## src/hw/rtl/bam_pkg.sv

```systemverilog
`timescale 1ns / 1ps
// ----------------------------------------------------------------------------
// bam_pkg: shared types and constants of the block-average mosaic
// Register indexes, field widths and the divider job record.
// ----------------------------------------------------------------------------
package bam_pkg;

  localparam int unsigned ChanW  = 8;
  localparam int unsigned IdxW   = 12;
  // Wide enough for a full 255 x 255 block of 255-valued pixels
  localparam int unsigned SumW   = 24;
  localparam int unsigned CntW   = 16;
  localparam int unsigned MaxHeight = 4096;

  typedef enum logic [1:0] {
    REG_WIDTH  = 2'd0,
    REG_HEIGHT = 2'd1,
    REG_BLOCK  = 2'd2
  } reg_idx_e;

  // One finished block waiting for its means
  typedef struct packed {
    logic [IdxW-1:0] col;
    logic [IdxW-1:0] row;
    logic [SumW-1:0] sum_r;
    logic [SumW-1:0] sum_g;
    logic [SumW-1:0] sum_b;
    logic [SumW-1:0] sum_a;
    logic [CntW-1:0] count;
  } div_job_t;

endpackage

```

## src/hw/rtl/bam_div.sv

```systemverilog
`timescale 1ns / 1ps
// ----------------------------------------------------------------------------
// bam_div: restoring divider for the four channel means
// One quotient bit per cycle for all four channels, saturating at 255.
// ----------------------------------------------------------------------------
module bam_div import bam_pkg::*; (
  input  logic            clk_i,
  input  logic            rst_ni,
  input  logic            start_i,
  input  div_job_t        job_i,
  output logic            busy_o,
  output logic            done_o,
  output logic [IdxW-1:0] col_o,
  output logic [IdxW-1:0] row_o,
  output logic [ChanW-1:0] avg_r_o,
  output logic [ChanW-1:0] avg_g_o,
  output logic [ChanW-1:0] avg_b_o,
  output logic [ChanW-1:0] avg_a_o
);

  localparam int unsigned StepW = $clog2(SumW + 1);

  logic                busy_q;
  logic [StepW-1:0]    step_q;
  logic [SumW-1:0]     num_q [4];
  logic [SumW-1:0]     quo_q [4];
  logic [CntW-1:0]     den_q;
  logic [SumW+CntW-1:0] rem_q [4];
  logic [IdxW-1:0]     col_q, row_q;
  logic                done_q;

  logic [SumW+CntW-1:0] trial [4];
  logic [ChanW-1:0]     sat [4];

  // Shift one numerator bit into each remainder
  always_comb begin
    for (int c = 0; c < 4; c++) begin
      trial[c] = {rem_q[c][SumW+CntW-2:0], num_q[c][SumW-1]};
      sat[c]   = (|quo_q[c][SumW-1:ChanW]) ? {ChanW{1'b1}} : quo_q[c][ChanW-1:0];
    end
  end

  always_ff @(posedge clk_i or negedge rst_ni) begin
    if (!rst_ni) begin
      busy_q <= 1'b0;
      done_q <= 1'b0;
      step_q <= '0;
    end else begin
      done_q <= 1'b0;
      if (start_i && !busy_q) begin
        busy_q <= 1'b1;
        step_q <= StepW'(SumW);
      end else if (busy_q) begin
        step_q <= step_q - 1'b1;
        if (step_q == StepW'(1)) begin
          busy_q <= 1'b0;
          done_q <= 1'b1;
        end
      end
    end
  end

  // Payload path of the divider
  always_ff @(posedge clk_i) begin
    if (start_i && !busy_q) begin
      num_q[0] <= job_i.sum_r;
      num_q[1] <= job_i.sum_g;
      num_q[2] <= job_i.sum_b;
      num_q[3] <= job_i.sum_a;
      for (int c = 0; c < 4; c++) begin
        rem_q[c] <= '0;
        quo_q[c] <= '0;
      end
      den_q <= job_i.count;
      col_q <= job_i.col;
      row_q <= job_i.row;
    end else if (busy_q) begin
      for (int c = 0; c < 4; c++) begin
        num_q[c] <= {num_q[c][SumW-2:0], 1'b0};
        if (trial[c] >= {{SumW{1'b0}}, den_q}) begin
          rem_q[c] <= trial[c] - {{SumW{1'b0}}, den_q};
          quo_q[c] <= {quo_q[c][SumW-2:0], 1'b1};
        end else begin
          rem_q[c] <= trial[c];
          quo_q[c] <= {quo_q[c][SumW-2:0], 1'b0};
        end
      end
    end
  end

  assign busy_o  = busy_q;
  assign done_o  = done_q;
  assign col_o   = col_q;
  assign row_o   = row_q;
  assign avg_r_o = sat[0];
  assign avg_g_o = sat[1];
  assign avg_b_o = sat[2];
  assign avg_a_o = sat[3];

endmodule

```

## config.mk

```make
export PLATFORM = sky130hd
export DESIGN_NAME = bam_div
export DESIGN_NICKNAME = d
export VERILOG_FILES = /design/src/hw/rtl/bam_pkg.sv /design/src/hw/rtl/bam_div.sv
export SDC_FILE = /design/constraint.sdc
export NUM_CORES = 1
export LEC_CHECK = 0
export ABC_AREA = 1
export BUFFER_PORTS_ARGS = -buffer_cell sky130_fd_sc_hd__buf_2
export CAP_MARGIN = 20
export CORE_MARGIN = 4
export CORE_UTILIZATION = 53
export DETAILED_ROUTE_END_ITERATION = 12
export GPL_TIMING_DRIVEN = 1
export MAX_ROUTING_LAYER = met4
export PLACE_DENSITY = 0.8
export SLEW_MARGIN = 20
export SYNTH_ARGS = -nofsm -noshare
export SYNTH_HDL_FRONTEND = slang
export SYNTH_SLANG_ARGS = --single-unit
export TNS_END_PERCENT = 10
```

## constraint.sdc

```tcl
create_clock -name clk_i -period 10.1 [get_ports clk_i]
set_input_delay 0.505 -clock clk_i [delete_from_list [all_inputs] [get_ports clk_i]]
set_output_delay 0.505 -clock clk_i [all_outputs]
set_load 0.01 [all_outputs]
```

==> results.md <==
- Final ANT Viol Nets: 0
- Period utilization: 0.414
- Critical R2R Launch: busy_o$_DFF_PN0_
- Maximum number of pins on one net before global-route repair: 199
- Final setup viols: 0
- Most common cell in the synthesized netlist: nand2_1
- R2R Path End: rem_q[1][34]$_SDFFCE_PN0P_
- Final max-slew violation count: 0
- P_sw: 0.00371 W
- FF-to-FF path depth: 4
- Max-cap viol count: 0
- Synth cell types: 46
- Die area: 0.0512 mm²
- Vias in the first global route: 20,500
- Required time worst endpoint: 10.28 ns
- Sw Ratio: 0.420
- CP Capture Type: flip-flop
- Number of synthesized flops with an enable pin: 385
- Startpoint Class: flip-flop
- Yosys top cell by area: edfxtp_1
- Skew-Pair Late Insertion Delay: 0.57 ns
- Status: finished clean
- Layout cells sized above 1: 0.0966
- Slew margin rel.: 0.247
- Global-route usage over all layers: 0.262
- Post-route setup TNS: 0 ns
- Post-synthesis adder-cell area fraction: 0.0359
- Max Root-Sink Buffers: 3
- Detailed placer's ending HPWL: 48.7 mm
- Syn nets: 3,547
- Min-Delay Path Class: in2reg
- Inst Count DP: 4,080
- Die W: 226 µm
- Pwr per Cell Area: 313 mW/mm²
- Post-synthesis compound-gate area fraction: 0.0466
- Row count: 79
- Final Hold Viols: 0
- Clk_skew: 0.0219 ns
- Post-synthesis simple-gate area fraction: 0.325
- Clock tree from TritonCTS: yes
- Data arrival, critical path: 4.36 ns
- Fin crit period: 4.18 ns
- Total clock sinks: 395
- Placed Area: 0.0267 mm²
- Antenna violations before repair: 7
- Layout fillers: 4,293
- Primary FF master, synth: edfxtp_1
- WL/cell: 15.9 µm
- Post-CTS Resized: 0
- Crit path launch: busy_o$_DFF_PN0_
- Post-synthesis mux area share: 0
- First-pass GRT wire length: 105 mm
- Internal power: 0.00513 W
- Comb power frac: 0.444
- H-tree lvl count: 2
- Post-Synthesis Cells: 3,338
- Initial core utilization: 0.539
- VDD IR max: 160 µV
- Worst Setup EP: rem_q[1][34]$_SDFFCE_PN0P_
- Die height: 226 µm
- Unrepaired setup endpoints after global routing: false
- Final cell count without fillers: 4,167
- Finished Core Util: 0.603
- Seq/Total Area, Yosys: 0.467
- Synth Area in XOR/XNOR: 0.0243
- First-pass DRT Iterations: 5
- Pre-CTS WS: 5.92 ns
- Largest family of logic cells by synthesized area: simple AND/OR/NAND/NOR gates
- Worst-path clk slew: 0.06 ns
- Design Area, Final: 0.0282 mm²
- Via count: 21,800
- Critical-path cell list: clkinv_2 -> nand2_4 -> buf_4 -> buf_4
- Yosys reg bits: 395
- Largest stage delay on the critical path: 0.88 ns
- R2R Setup Slk: 5.92 ns
- Num ports: 197
- Routability cong.: 1.01
- Worst-Margin Slew: 1.13 ns
- DRT iter0 DRCs: 2,106
- WL final: 66.2 mm
- PortBufs: 196
- Largest cells by area after synthesis: edfxtp_1 (46%), nand2_1 (18%), inv_1 (8.6%)
- Total congestion overflow: 0
- Commonest cells post-synth: nand2_1 (1,198), inv_1 (576), nor2_1 (447)
- Core Area: 0.0469 mm²
- Seq pwr share: 0.367
- WS Path Type: reg2reg
- YS warnings: 0
- CP max-delay cell: buf_4
- Synth top area share: 0.458
- Maximum clock frequency: 239 MHz
- Max FO, Critical Path: 78
- Crit path top cell by count: buf_4
- Root buffer cell: clkbuf_16
- # Post-CTS Setup Buffers: 0
- Via density: 5.23
- Drt drc: 0
- Final worst setup slack: 5.92 ns
- Asr flop ratio synth: 0.0177
- Area Overhead vs Synth: 11.8%
- Static leakage: 14.2 nW
- Clock power frac: 0.189
- CTS Hold Bufs: 1
- Num CTS Buffers: 43
- Syn Area/Cell: 7.57 µm²
- Nets@finish: 3,728
- Syn Std Cell Area: 0.0253 mm²
==> flip-flops by register name, summed over array words and instances (netlist names) <==
| name | count |
|---|---|
| row_o | 12 |
| step_q | 5 |
| done_o | 1 |
| num_q | 96 |
| quo_q | 96 |
| col_o | 12 |
| rem_q | 156 |
| den_q | 16 |
| busy_o | 1 |
==> metal layers <==
metal | part of all wire | GRT usage
met1 | 0.44 | 0.353
met2 | 0.45 | 0.402
met3 | 0.081 | 0.0553
met4 | 0.031 | 0.0831
met5 | 0 | -
==> worst min-delay path by stage <==
| stage | startpoint | to | slack [ns] | cells past startpoint |
|---|---|---|---|---|
| finish | job_i[15] | den_q[15]$_DFFE_PP_ | 0.11 | 1 |
| CTS | job_i[15] | den_q[15]$_DFFE_PP_ | 0.09 | 1 |
| global route | job_i[15] | den_q[15]$_DFFE_PP_ | 0.1 | 1 |
| detailed placement | rst_ni | done_o$_DFF_PN0_ | 0.35 | 1 |
| global placement | rst_ni | step_q[4]$_DFFE_PN0P_ | 0.35 | 1 |
| floorplan | rst_ni | busy_o$_DFF_PN0_ | 0.21 | 0 |
==> power groups by stage <==
stage	logic (W)	registers, W	clock network, W
global route	0.00446	0.00331	0.00177
finish	0.00393	0.00324	0.00167
CTS	0.00389	0.00323	0.00169
floorplan	0.00299	0.00316	0
detailed placement	0.00388	0.00324	0
global placement	0.00378	0.00324	0
==> through the flow <==
step | total power [W] | hold slack [ns]
2_1_floorplan | 0.00615 | 0.209
3_3_place_gp | 0.00702 | 0.347
3_5_place_dp | 0.00712 | 0.348
4_1_cts | 0.00881 | 0.0887
5_1_grt | 0.00954 | 0.0951
6_report | 0.00883 | 0.112
==> placed cells by master (no fill, tap or decap), types with 6 or more instances in the layout <==
master and n:
nand2_1 1197, inv_1 575, nor2_1 446, edfxtp_1 385, buf_2 196, nand3_1 139, nand4_1 78, a22o_1 66
ha_1 66, xor2_1 53, a21oi_1 49, o21ai_0 47, clkbuf_16 45, nor3_1 27, nor2_4 26, xnor2_1 17
nor4_1 14, nand3b_1 12, clkinv_2 11, nand2_2 9, buf_4 9, diode_2 8, a21oi_2 8, bufinv_16 7
clkbuf_1 7, inv_2 6, nor2_2 6, clkinv_1 6, dfrtp_1 6
==> cells by family after synthesis <==
logic type | count (synthesis)
compound gates | 177
fa+ha+maj | 70
buf+inv | 654
flops | 395
xor+xnor | 70
simple gates | 1972
==> layout make-up <==
class / instances / area, µm² / area share
Sequential cell: 395 / 11800 / 0.418
Multi-Input combinational cell: 2289 / 10900 / 0.387
Inverter: 583 / 2190 / 0.0775
Clock buffer: 52 / 1150 / 0.0408
Timing Repair Buffer: 207 / 1080 / 0.0382
Tap cell: 607 / 759 / 0.0269
Clock inverter: 26 / 314 / 0.0111
Antenna cell: 8 / 20.0 / 0.000709
==> critical path: cells and delay by family, from the launching register on <==
family / cells / cell delay, ns
buf+inv: 3 / 2.51
flops: 1 / 0.84
simple gates: 1 / 0.31
Note: power is estimated with default switching activity, not from simulation.
